### config.mk
export PLATFORM = sky130hd
export DESIGN_NAME = bep_ctrl
export DESIGN_NICKNAME = d
export VERILOG_FILES = /design/src/hdl/bep_pkg.sv /design/src/hdl/bep_ctrl.sv
export SDC_FILE = /design/constraint.sdc
export NUM_CORES = 1
export LEC_CHECK = 0
export ABC_CLOCK_PERIOD_IN_PS = 1840
export BUFFER_PORTS_ARGS = -buffer_cell sky130_fd_sc_hd__buf_2
export CORE_AREA = 2 2 39 41
export DETAILED_ROUTE_END_ITERATION = 10
export DIE_AREA = 0 0 41 43
export PLACE_DENSITY = 0.67
export SLEW_MARGIN = 30
export SYNTH_ARGS = -nofsm -noshare
export SYNTH_HDL_FRONTEND = slang
export SYNTH_SLANG_ARGS = --single-unit
### constraint.sdc
create_clock -name clock -period 1.84 [get_ports clock]
set_input_delay 0.092 -clock clock [delete_from_list [all_inputs] [get_ports clock]]
set_output_delay 0.092 -clock clock [all_outputs]
set_load 0.005 [all_outputs]
### src/hdl/bep_pkg.sv
// ----------------------------------------------------------------------------
// bep_pkg
// Types, widths and command/status bundles for the byte entropy block.
// ----------------------------------------------------------------------------
package bep_pkg;

   localparam int NUM_BINS             = 256;
   localparam int BIN_W                = 8;
   localparam int CNT_W                = 16;
   localparam int TGT_W                = 10;
   localparam int ENT_W                = 16;
   localparam int SUM_W                = 25;
   localparam int LOG_W                = 20;   // 4 integer bits, 16 fraction bits
   localparam int PROD_W               = CNT_W + LOG_W;
   localparam int DVD_W                = PROD_W + 1;
   localparam int DIV_W                = CNT_W + 4;
   localparam int ENTROPY_CAP          = 32768;
   localparam int TARGET_RESET         = 10;
   localparam int MAX_PACKET_BYTES_DEF = 65535;

   typedef struct packed {
      logic [BIN_W-1:0] data_byte;
      logic             last_byte;
      logic             clear_run;
   } req_type;

   typedef struct packed {
      logic [ENT_W-1:0] packet_entropy;
      logic [TGT_W-1:0] packet_number;
      logic [ENT_W-1:0] peak_entropy;
      logic [SUM_W-1:0] entropy_sum;
      logic             run_done;
   } rsp_type;

   typedef struct packed {
      logic latch;
      logic upd;
      logic drop;
      logic scan_init;
      logic rd;
      logic next;
      logic log_bin;
      logic log_len;
      logic mul_bin;
      logic mul_len;
      logic acc;
      logic sub;
      logic div_go;
      logic fin;
   } cmd_type;

   typedef struct packed {
      logic is_last;
      logic run_full;
      logic bin_live;
      logic idx_last;
      logic log_done;
      logic div_done;
   } sts_type;

endpackage

### src/hdl/bep_ctrl.sv
// ----------------------------------------------------------------------------
// bep_ctrl
// Sequencer: byte update, end-of-packet bin walk, log, divide and result.
// ----------------------------------------------------------------------------
module bep_ctrl (
   input  logic             clock,
   input  logic             reset,
   input  logic             start,
   output logic             busy,
   input  bep_pkg::sts_type sts,
   output bep_pkg::cmd_type cmd
);
   import bep_pkg::*;

   localparam logic [3:0] S_IDLE  = 4'd0;
   localparam logic [3:0] S_UPD   = 4'd1;
   localparam logic [3:0] S_RD    = 4'd2;
   localparam logic [3:0] S_CHK   = 4'd3;
   localparam logic [3:0] S_LOG   = 4'd4;
   localparam logic [3:0] S_MUL   = 4'd5;
   localparam logic [3:0] S_ACC   = 4'd6;
   localparam logic [3:0] S_NLOG  = 4'd7;
   localparam logic [3:0] S_NLOGW = 4'd8;
   localparam logic [3:0] S_NMUL  = 4'd9;
   localparam logic [3:0] S_SUB   = 4'd10;
   localparam logic [3:0] S_DIV   = 4'd11;
   localparam logic [3:0] S_DIVW  = 4'd12;
   localparam logic [3:0] S_FIN   = 4'd13;

   logic [3:0] state_ff, state_in;

   always_comb begin
      state_in = state_ff;
      cmd      = '0;
      case (state_ff)
         S_IDLE: begin
            if (start) begin
               cmd.latch = 1'b1;
               state_in  = S_UPD;
            end
         end
         S_UPD: begin
            cmd.upd = 1'b1;
            if (!sts.is_last) begin
               state_in = S_IDLE;
            end else if (sts.run_full) begin
               cmd.drop = 1'b1;
               state_in = S_IDLE;
            end else begin
               cmd.scan_init = 1'b1;
               state_in      = S_RD;
            end
         end
         S_RD: begin
            cmd.rd   = 1'b1;
            state_in = S_CHK;
         end
         S_CHK: begin
            if (sts.bin_live) begin
               cmd.log_bin = 1'b1;
               state_in    = S_LOG;
            end else if (sts.idx_last) begin
               state_in = S_NLOG;
            end else begin
               cmd.next = 1'b1;
               state_in = S_RD;
            end
         end
         S_LOG: begin
            if (sts.log_done) state_in = S_MUL;
         end
         S_MUL: begin
            cmd.mul_bin = 1'b1;
            state_in    = S_ACC;
         end
         S_ACC: begin
            cmd.acc = 1'b1;
            if (sts.idx_last) begin
               state_in = S_NLOG;
            end else begin
               cmd.next = 1'b1;
               state_in = S_RD;
            end
         end
         S_NLOG: begin
            cmd.log_len = 1'b1;
            state_in    = S_NLOGW;
         end
         S_NLOGW: begin
            if (sts.log_done) state_in = S_NMUL;
         end
         S_NMUL: begin
            cmd.mul_len = 1'b1;
            state_in    = S_SUB;
         end
         S_SUB: begin
            cmd.sub  = 1'b1;
            state_in = S_DIV;
         end
         S_DIV: begin
            cmd.div_go = 1'b1;
            state_in   = S_DIVW;
         end
         S_DIVW: begin
            if (sts.div_done) state_in = S_FIN;
         end
         S_FIN: begin
            cmd.fin  = 1'b1;
            state_in = S_IDLE;
         end
         default: begin
            state_in = S_IDLE;
         end
      endcase
   end

   always_ff @(posedge clock) begin
      if (reset) begin
         state_ff <= S_IDLE;
      end else begin
         state_ff <= state_in;
      end
   end

   assign busy = state_ff != S_IDLE;

endmodule

After elaboration in Yosys (flattened, before gate mapping) --
Index checks and enable logic that the tools add are counted.
Word-level totals: flip-flop bits (word level) 4, latch bits 0, bits in writable memories 0, ROM bits 0, bits of input ports 9, output and inout port bits 15, logic and storage cells 49, memories kept 0
Operators by class: $add $sub $neg 0, multipliers 0, div/mod/pow operators 0, $lt $le $gt $ge 0, eq/ne operators 17, shift operators 0, muxes and demuxes 28, bitwise logic cells 0, reduce and logical (&&, ||, !) cells 3
Operators with widths (count):
- $pmux 4 s13 | 1
- $eq 4x4->1 const B | 6
- $mux 4 | 6
- $eq 4x3->1 const B | 4
- $mux 1 | 16
- $eq 4x2->1 const B | 2
- $ne 2x2->1 const B | 4
- $mux 3 | 2
- $eq 4x1->1 const B | 1
- $logic_not 4->1 | 1
- $mux 2 | 2
- $reduce_and 4->1 | 1
- $reduce_bool 4->1 | 1
- $pmux 1 s2 | 1

Longest topological paths before layout --
Gate-level depths: netlist of the first run.
depth after elaboration 3, mapped depth 6, gate-level depth less buffers 4

Least setup slack after synthesis of the first run --
No wires, ideal clock.
path type reg-to-reg, start register state_ff[3], end register state_ff[0], data arrival time 1.040 ns, required time 1.722 ns, slack 0.682 ns, cell stages (with the launch flop) 6, buffers on the path 1, period minus slack after synthesis 1.158 ns, cell sequence dfxtp_1 buf_6 or3_1 o21ai_2 a21boi_2 nor4b_2
On the way: longest elaborated chain between the ends 3, elaborated cells between the ends (all ways) 19, classes of those cells 16 x eq/ne; 1 x mux; 2 x reduce/logical
RTL lines:
- from (decl) | RTL line bep_ctrl.sv:30 | logic [3:0] state_ff, state_in;
- from (signal assigned) | RTL line bep_ctrl.sv:121 | state_ff <= state_in;
- $eq 4x3->1 (tied with other cells) | RTL line bep_ctrl.sv:35 | case (state_ff)
- $ne 2x2->1 (no source line)
- $reduce_and 4->1 (no source line)
Parallel ways exist; a longest one is shown, timed or not. A chain may end at the register's enable or synchronous reset.

==> metrics.txt, run 1 <==
Post-Syn Area=451.7 µm²; area grow syn2layout=29.09%; total grt overflow=0; Setup crit start=state_ff[2]; unrepaired setup endpoints after global routing=false; clock buffer depth=2; Total GRT Usage=12.65%; setup_tns=0 ps; R2R depth=4; Area contributors post-synth=dfxtp_1 (18%), nor2_1 (10%), nand2b_1 (6.9%); Distinct cells, synth=26; Syn Inst Count=67; Placer Congestion=0.7847; Initial Util=32.64%; clk_lat worst skew=230 ps; critical-path cell with the highest stage delay=dfxtp_1; Max-slew headroom=about 63%; DR iter-0 viols=4; PortBufs=23; count of state elements after synthesis=4; Max-Cap Viols=0; Vias=529; mean area per synthesized cell=6.742 µm²; top-area cell type share of the netlist area=about 18%; cell family with most CP delay=flip-flops; area leader, netlist=dfxtp_1; H-tree depth=1; Max VDD drop=423.6 µV; Top Registers=state_ff (4); CTS Root Cell=clkbuf_4; Max Slew Vio Count=0; die area=about 0.0018 mm²; Cell Rows=14; Reg2Reg Setup Slack=between 400 and 500 ps; clock skew=slightly above 4 ps; pin count of the biggest net entering global routing=19; max reg flops=4; Buffers & Inverters on Critical Path=1; FF-to-FF Start=state_ff[3]; die height=43 µm; status=finished clean; Fmax=623.4 MHz; Primary FF master, synth=dfxtp_1; final worst path period share=about 87%; slew of the pin with the lowest slew margin=557.7 ps; Critical Path Stages=4; CTS Hold Bufs=0; CTS-repair resized insts=0; Worst setup SP type=register; syn nets=76; met2 Use GR=21.56%; CTS clk-pin slew, worst paths=40 ps; largest register by flop count=state_ff; Post-synth top cells=nor2_1 (12), nand2_1 (7), a21oi_1 (5), nand2b_1 (5), nor3_1 (5); Final min period=1604 ps; GR Util met3=~2.1%; global route hottest layer=met2; ANT nets after route=0; Setup Crit Path Kind=reg -> out; Worst EP required=1750 ps; worst reg2reg path endpoint=state_ff[0]; endpoint class of the critical path=primary output; number of flops mapped to enable cells by yosys=0; Power per Cell Area=875.9 mW/mm²; met1 Use GR=14.47%; post-CTS setup buffers=0; DRC Markers=0; Ys Warns=0; crit path cell chain=nand2b_1 -> nor3_2 -> and3_1 -> buf_2; n_diodes=0; initial antenna violation count=0; # setup viols final=0; hpwl dp=869.1 µm; vias per cell=5.038; Min-Delay Path Class=in -> reg; core area=~0.0014 mm²; CTS tree=done; CTS Sinks=4; first-pass GRT wire length=1607 µm; CP max stage delay=a little over 600 ps; Top Ports=24; vias in the first global route=412; most frequent cell after synthesis=nor2_1; layout cells sized above 1=38.20%; crit path to=cmd[11]; nets@finish=100; CP Data Arrival Time=~1500 ps; die span in x=around 41 µm; Detailed Routing Iterations Pass 1=3; final hold vios=0; worst hold margin=between 80 and 90 ps; ys async rst share=0%; WL per Instance=between 10 and 15 µm; WL final=1095 µm; Crit Path Max Fanout=15; register area share after synthesis=17.73%; Leakage=0.2829 nW; CTS buffer count=3
==> cell usage in the layout (no fill, tap or decap), types with 2 or more instances in the layout <==
cell | netlist | layout
and3_1 | 2 | 2
inv_1 | 2 | 2
nor2_2 | 2 | 2
nor2_1 | 12 | 12
nor3_1 | 5 | 5
dfxtp_1 | 4 | 4
a21oi_1 | 5 | 5
o21ai_0 | 3 | 3
clkbuf_4 | 0 | 3
buf_2 | 3 | 23
nand2b_1 | 5 | 5
o22ai_1 | 2 | 2
nand2_1 | 7 | 7
o21a_1 | 2 | 2
==> power by group <==
group	switching, mW	total (mW)	internal, mW
logic	0.120	0.240	0.120
registers	0.0623	0.167	0.105
clock network	0.0306	0.103	0.0726
total	0.213	0.511	0.298
==> stage by stage <==
stage | setup slack (ps) | power (mW) | utilization [%] | cell area (µm²) | std cells
2_1_floorplan | 681.7 | 0.3476 | - | 451.7 | 67
5_1_grt | 116.2 | 0.5551 | 42.13 | 583.1 | 105
6_report | 235.9 | 0.5107 | 42.13 | 583.1 | 105
4_1_cts | 231.3 | 0.5179 | 42.13 | 583.1 | 105
3_3_place_gp | 490.1 | 0.4028 | 40.51 | 560.5 | 102
3_5_place_dp | 437.7 | 0.4094 | 40.51 | 560.5 | 102
==> layer usage <==
| layer | share of wire [%] | vias up |
|---|---|---|
| met5 | 0 | - |
| met4 | 0 | 0 |
| met3 | 5.9 | 0 |
| met2 | 47 | 17 |
| met1 | 46 | 234 |
| li1 | - | 278 |
==> how the worst min path moves through the flow <==
stage / start / end / slack, ps / cells past startpoint
CTS: reset / state_ff[1] / 80 / 2
finish: reset / state_ff[1] / 90 / 2
floorplan: reset / state_ff[1] / 160 / 1
global route: reset / state_ff[1] / 100 / 2
detailed placement: reset / state_ff[1] / 330 / 2
global placement: reset / state_ff[1] / 330 / 2
==> worst reg2reg max path, stage by stage, from the launching register on <==
cell	delay [ps]
dfxtp_1	660
xor2_1	200
nand3b_1	120
a21boi_2	180
nor4b_2	160
==> cell type report <==
class / count / area (µm²)
clock buffer: 3 / 22.52
fill: 158 / 800.8
inverter: 2 / 7.507
multi-input combinational: 56 / 330.3
sequential: 4 / 80.08
tap: 16 / 20.02
timing repair buffer: 24 / 122.6
==> logic make-up (layout without fill, tap and decap cells) <==
group	count (synthesis)	count (layout)	synth area share (%)
compound gates	16	16	24.37
xor+xnor	1	1	1.939
buf+inv	7	29	9.141
flops	4	4	17.73
simple gates	39	39	46.81
Power figures use the tool's default switching activity.
==> run 2, diff against run 1 <==
==> constraint.sdc (replaced) <==
create_clock -name clock -period 1.84 [get_ports clock]
set_input_delay 0.184 -clock clock [delete_from_list [all_inputs] [get_ports clock]]
set_output_delay 0.184 -clock clock [all_outputs]
set_load 0.005 [all_outputs]
==> run 2 against run 1 <==
Total power grew 1.3%; sequential power shrank 2%; final cell count unchanged; sequential cell count stayed put; highest routed layer unchanged.
==> metrics.txt, run 2 (synthesis results as in run 1) <==
met1 Use GR=17.04% (+2.6 points); worst hold margin=175.7 ps (+88.46 ps); max reg flops=4 (unchanged); Total GRT Usage=13.35% (+0.70 points); CTS buffer count=3 (unchanged); Final min period=1657 ps (+52.59 ps); unrepaired setup endpoints after global routing=false; Top Registers=state_ff (4); Area after DPL=560.5 µm² (unchanged); final worst path period share=90.04% (+2.9 points); H-tree depth=1 (unchanged); core area=0.001384 mm² (unchanged); met2 Use GR=20.31% (-1.3 points); largest register by flop count=state_ff; Leakage=0.2826 nW (-0.10%); WL per Instance=10.03 µm (-3.8%); CTS tree=done; CTS Sinks=4 (unchanged); Max-Cap Viols=0 (unchanged); Fmax=603.6 MHz (-3.2%); CTS-repair resized insts=0 (unchanged); setup_tns=0 ps (unchanged); Worst setup SP type=register; Detailed Routing Iterations Pass 1=4 (+1); final instance area=583.1 µm² (unchanged); ANT nets after route=0 (unchanged); Crit Path Max Fanout=15 (unchanged); Top Ports=24 (unchanged); vias per cell=5.038 (unchanged); commonest non-fill, non-tap cell in the layout=buf_2; Vias=529 (unchanged); die span in x=41 µm (unchanged); layout cells sized above 1=38.20% (unchanged); slew of the pin with the lowest slew margin=550.5 ps (-7.218 ps); final hold vios=0 (unchanged); Worst EP required=1660 ps (-90 ps); Max-slew headroom=63.25% (+0.48 points); CTS clk-pin slew, worst paths=40 ps (about the same); Placer Congestion=0.7667 (-2.3%); hpwl dp=801.3 µm (-7.8%); Cell Rows=14 (unchanged); GR Util met3=4.712% (+2.6 points); most frequent cells in the layout=buf_2 (23), nor2_1 (12), nand2_1 (7); die area=0.001763 mm² (unchanged); initial antenna violation count=0 (unchanged); global route hottest layer=met2; pin count of the biggest net entering global routing=19 (unchanged); DRC Markers=0 (unchanged); area grow syn2layout=29.09% (unchanged); WL final=1053 µm (-3.8%); clk_lat worst skew=230 ps (about the same); endpoint class of the critical path=primary output; vias in the first global route=420 (+1.9%); n_diodes=0 (unchanged); PortBufs=23 (unchanged); CTS Hold Bufs=0 (unchanged); first-pass GRT wire length=1649 µm (+2.6%); clock buffer depth=2 (unchanged); DR iter-0 viols=11 (+7); Setup Crit Path Kind=reg -> out; status=finished clean; CP Data Arrival Time=1470 ps (-40 ps); Initial Util=32.64% (unchanged); clock skew=4.292 ps (+0.2078 ps); total grt overflow=0 (unchanged); Min-Delay Path Class=in -> reg; CTS Root Cell=clkbuf_4; Power per Cell Area=887.1 mW/mm² (+1.3%); Max Slew Vio Count=0 (unchanged); nets@finish=100 (unchanged); post-CTS setup buffers=0 (unchanged); Max VDD drop=470.7 µV (+11%); die height=43 µm (unchanged); # setup viols final=0 (unchanged)
-- run 2: area by class of cell --
cell class / count / area (µm²)
Multi-Input combinational cell: 56 / 330.3
Tap cell: 16 / 20.02
Timing Repair Buffer: 24 / 122.6
Sequential cell: 4 / 80.08
Inverter: 2 / 7.507
Fill cell: 153 / 800.8
Clock buffer: 3 / 22.52
-- run 2: through the flow --
step / utilization, % / std cells / power (mW) / setup slack (ps)
floorplan: - / 67 / 0.3476 / 681.7
global placement: 40.51 / 102 / 0.4098 / 426.7
detailed placement: 40.51 / 102 / 0.4083 / 437.9
CTS: 42.13 / 105 / 0.5230 / 181.8
global route: 42.13 / 105 / 0.5696 / 59.59
finish: 42.13 / 105 / 0.5172 / 183.4
-- run 2: routing by layer --
layer | vias to the layer above | wire [µm]
met3 | 0 | 75
met2 | 21 | 467
met4 | 0 | 0
met5 | - | 0
met1 | 229 | 510
li1 | 279 | -
-- run 2: final timing paths --
| kind | startpoint | depth (start not counted) | slack (ps) | endpoint |
|---|---|---|---|---|
| max | state_ff[2] | 4 | 180 | cmd[11] |
| max reg2reg | state_ff[3] | 4 | 430 | state_ff[0] |
| min | reset | 2 | 180 | state_ff[1] |
| min reg2reg | state_ff[1] | 2 | 660 | state_ff[1] |
-- run 2: critical path: stages, from the launching register on --
cell and delay [ps]:
dfxtp_1 590, nand2b_1 270, nor3_2 70, and3_1 190
buf_2 120
-- run 2: where the power goes --
group / internal, mW / switching (mW) / leakage (nW)
clock network: 0.0730 / 0.0362 / 0.0138
logic: 0.123 / 0.122 / 0.236
registers: 0.105 / 0.0580 / 0.0329
==> run 3, diff against run 2 <==
Settings changed: ABC_AREA set to 1, PLACE_DENSITY 0.67 to 0.63, REMOVE_ABC_BUFFERS set to 1.
==> run 3 against run 2 <==
Global-route usage decreased by 0.20 points; total power is 47% lower; non-clock buffer count fell by 1; sequential cell count is the same; via count shrank 2.5%; synthesized cell count grew 16%; maximum frequency grew 16%; count of clock-buffer cells in the layout stayed put; final cell count is 14% higher; area after synthesis fell by 11%; combinational power shrank 70%; register-to-register slack gained 330 ps; highest routed layer unchanged.
==> metrics.txt, run 3 <==
Post-Syn Area=402.9 µm² (-11%); post-CTS setup buffers=0 (unchanged); Switching Share=28.94% (-13 points); power consumption=0.2745 mW (-47%); die height=43 µm (unchanged); register area share after synthesis=19.88% (+2.1 points); count of state elements after synthesis=4 (unchanged); setup_tns=0 ps (unchanged); Reg power frac=35.3% (+3.8 points); Min-Delay Path Class=in -> reg; H-tree depth=1 (unchanged); CP Data Arrival Time=1240 ps (-230 ps); clock skew=0.6379 ps (-3.654 ps); Vias=516 (-2.5%); CTS clk-pin slew, worst paths=40 ps (about the same); Power per Cell Area=489.8 mW/mm² (-45%); Ys Warns=0 (unchanged); die span in x=41 µm (unchanged); WL final=988 µm (-6.2%); CTS Hold Bufs=0 (unchanged); Worst setup SP type=register; CTS-repair resized insts=0 (unchanged); CTS Root Cell=clkbuf_4; Logic pwr share=26.4% (-21 points); ys async rst share=0% (unchanged); max reg flops=4 (unchanged); Placer Congestion=0.8400 (+9.6%); Area after DPL=538.0 µm² (-4.0%); Top Ports=24 (unchanged); Primary FF master, synth=dfxtp_1; slew of the pin with the lowest slew margin=283.8 ps (-266.7 ps); Sw Pwr=0.07945 mW (-63%); Leakage=0.3644 nW (+29%); core area=0.001384 mm² (unchanged); endpoint class of the critical path=primary output; WL per Instance=8.233 µm (-18%); final hold vios=0 (unchanged); Hold Crit Depth=2 (unchanged); final worst path period share=77.34% (-13 points); first-pass GRT wire length=1635 µm (-0.85%); Area contributors post-synth=dfxtp_1 (20%), nand2_1 (20%), nor2_1 (16%); DRC Markers=0 (unchanged); area leader, netlist=dfxtp_1; Top Registers=state_ff (4); R2R depth=7 (+3); Syn Inst Count=78 (+16%); # setup viols final=0 (unchanged); clk_lat worst skew=230 ps (about the same); vias per cell=4.300 (-15%); Final min period=1423 ps (-233.6 ps); initial antenna violation count=0 (unchanged); largest register by flop count=state_ff; clock buffer depth=2 (unchanged); most frequent cell after synthesis=nand2_1; Max-slew headroom=81.01% (+18 points); Total GRT Usage=13.15% (-0.20 points); unrepaired setup endpoints after global routing=false; Cell Rows=14 (unchanged); Detailed Routing Iterations Pass 1=4 (unchanged); nets@finish=115 (+15%); Max VDD drop=302.3 µV (-36%); top-area cell type share of the netlist area=19.88% (+2.1 points); vias in the first global route=439 (+4.5%); final instance area=560.5 µm² (-3.9%); Max-Cap Viols=0 (unchanged); Distinct cells, synth=12 (-54%); n_diodes=0 (unchanged); Fmax=702.7 MHz (+16%); status=finished clean; CTS tree=done; Initial Util=29.11% (-3.5 points); Clk pwr share=38.3% (+17 points); total grt overflow=0 (unchanged); PortBufs=23 (unchanged); ANT nets after route=0 (unchanged); layout cells sized above 1=32.69% (-5.5 points); CTS Sinks=4 (unchanged); die area=0.001763 mm² (unchanged); Setup Crit Path Kind=reg -> out; area grow syn2layout=39.13%; Crit Path Max Fanout=5 (-10); mean area per synthesized cell=5.165 µm² (-23%); DR iter-0 viols=9 (-2); worst hold margin=157.0 ps (-18.74 ps); most frequent cells in the layout=buf_2 (23), nand2_1 (21), nor2_1 (17); Post-synth top cells=nand2_1 (21), nor2_1 (17), inv_1 (16), nand3_1 (6); hpwl dp=847.5 µm (+5.8%); pin count of the biggest net entering global routing=7 (-12); CTS buffer count=3 (unchanged); Max Slew Vio Count=0 (unchanged); internal power=0.1951 mW (-35%); commonest non-fill, non-tap cell in the layout=buf_2; number of flops mapped to enable cells by yosys=0 (unchanged); Worst EP required=1660 ps (about the same)
-- run 3: worst paths after layout --
check / slack, ps / start / end
setup / recovery: 420 / state_ff[3] / cmd[8]
hold / removal: 160 / reset / state_ff[0]
setup reg to reg: 760 / state_ff[3] / state_ff[1]
hold reg to reg: 680 / state_ff[3] / state_ff[1]
-- run 3: logic make-up after synthesis --
| family | after synthesis | share of synthesized area, % |
|---|---|---|
| simple gates | 50 | 54.66 |
| compound gates | 7 | 9.628 |
| buf+inv | 17 | 15.84 |
| flops | 4 | 19.88 |
-- run 3: final cells by class --
| class | count | area, µm² |
|---|---|---|
| sequential | 4 | 80.08 |
| fill | 173 | 823.3 |
| timing repair buffer | 23 | 115.1 |
| inverter | 17 | 63.81 |
| multi-input combinational | 57 | 259.0 |
| tap | 16 | 20.02 |
| clock buffer | 3 | 22.52 |
-- run 3: metrics by stage --
stage	cells	utilization, %	worst slack, ps
after floorplan	78	-	813.4
final	120	40.51	416.9
after CTS	120	40.51	397.6
after global placement	117	38.88	654.8
after detailed placement	117	38.88	654.5
after global routing	120	40.51	280.3
-- run 3: per-layer routing --
| layer | vias to the layer above | GRT usage, % | part of all wire [%] |
|---|---|---|---|
| met5 | - | 0 | 0 |
| met4 | 0 | 6.000 | 0 |
| met3 | 0 | 2.094 | 5.9 |
| met2 | 12 | 19.38 | 48 |
| met1 | 221 | 18.01 | 46 |
| li1 | 283 | - | - |
-- run 3: worst max-delay path: stages, from the launching register on --
cell	delay, ps
dfxtp_1	330
inv_1	120
nand2_2	100
nor2_1	130
nand2_1	80
a21oi_1	120
buf_2	120
-- run 3: power by group through the flow --
stage | Combinational [mW] | Clock (mW) | Sequential, mW
finish | 0.0725 | 0.105 | 0.0969
global route | 0.0847 | 0.114 | 0.0971
CTS | 0.0736 | 0.112 | 0.0966
detailed placement | 0.0733 | 0 | 0.0979
global placement | 0.0731 | 0 | 0.0979
floorplan | 0.0455 | 0 | 0.0969
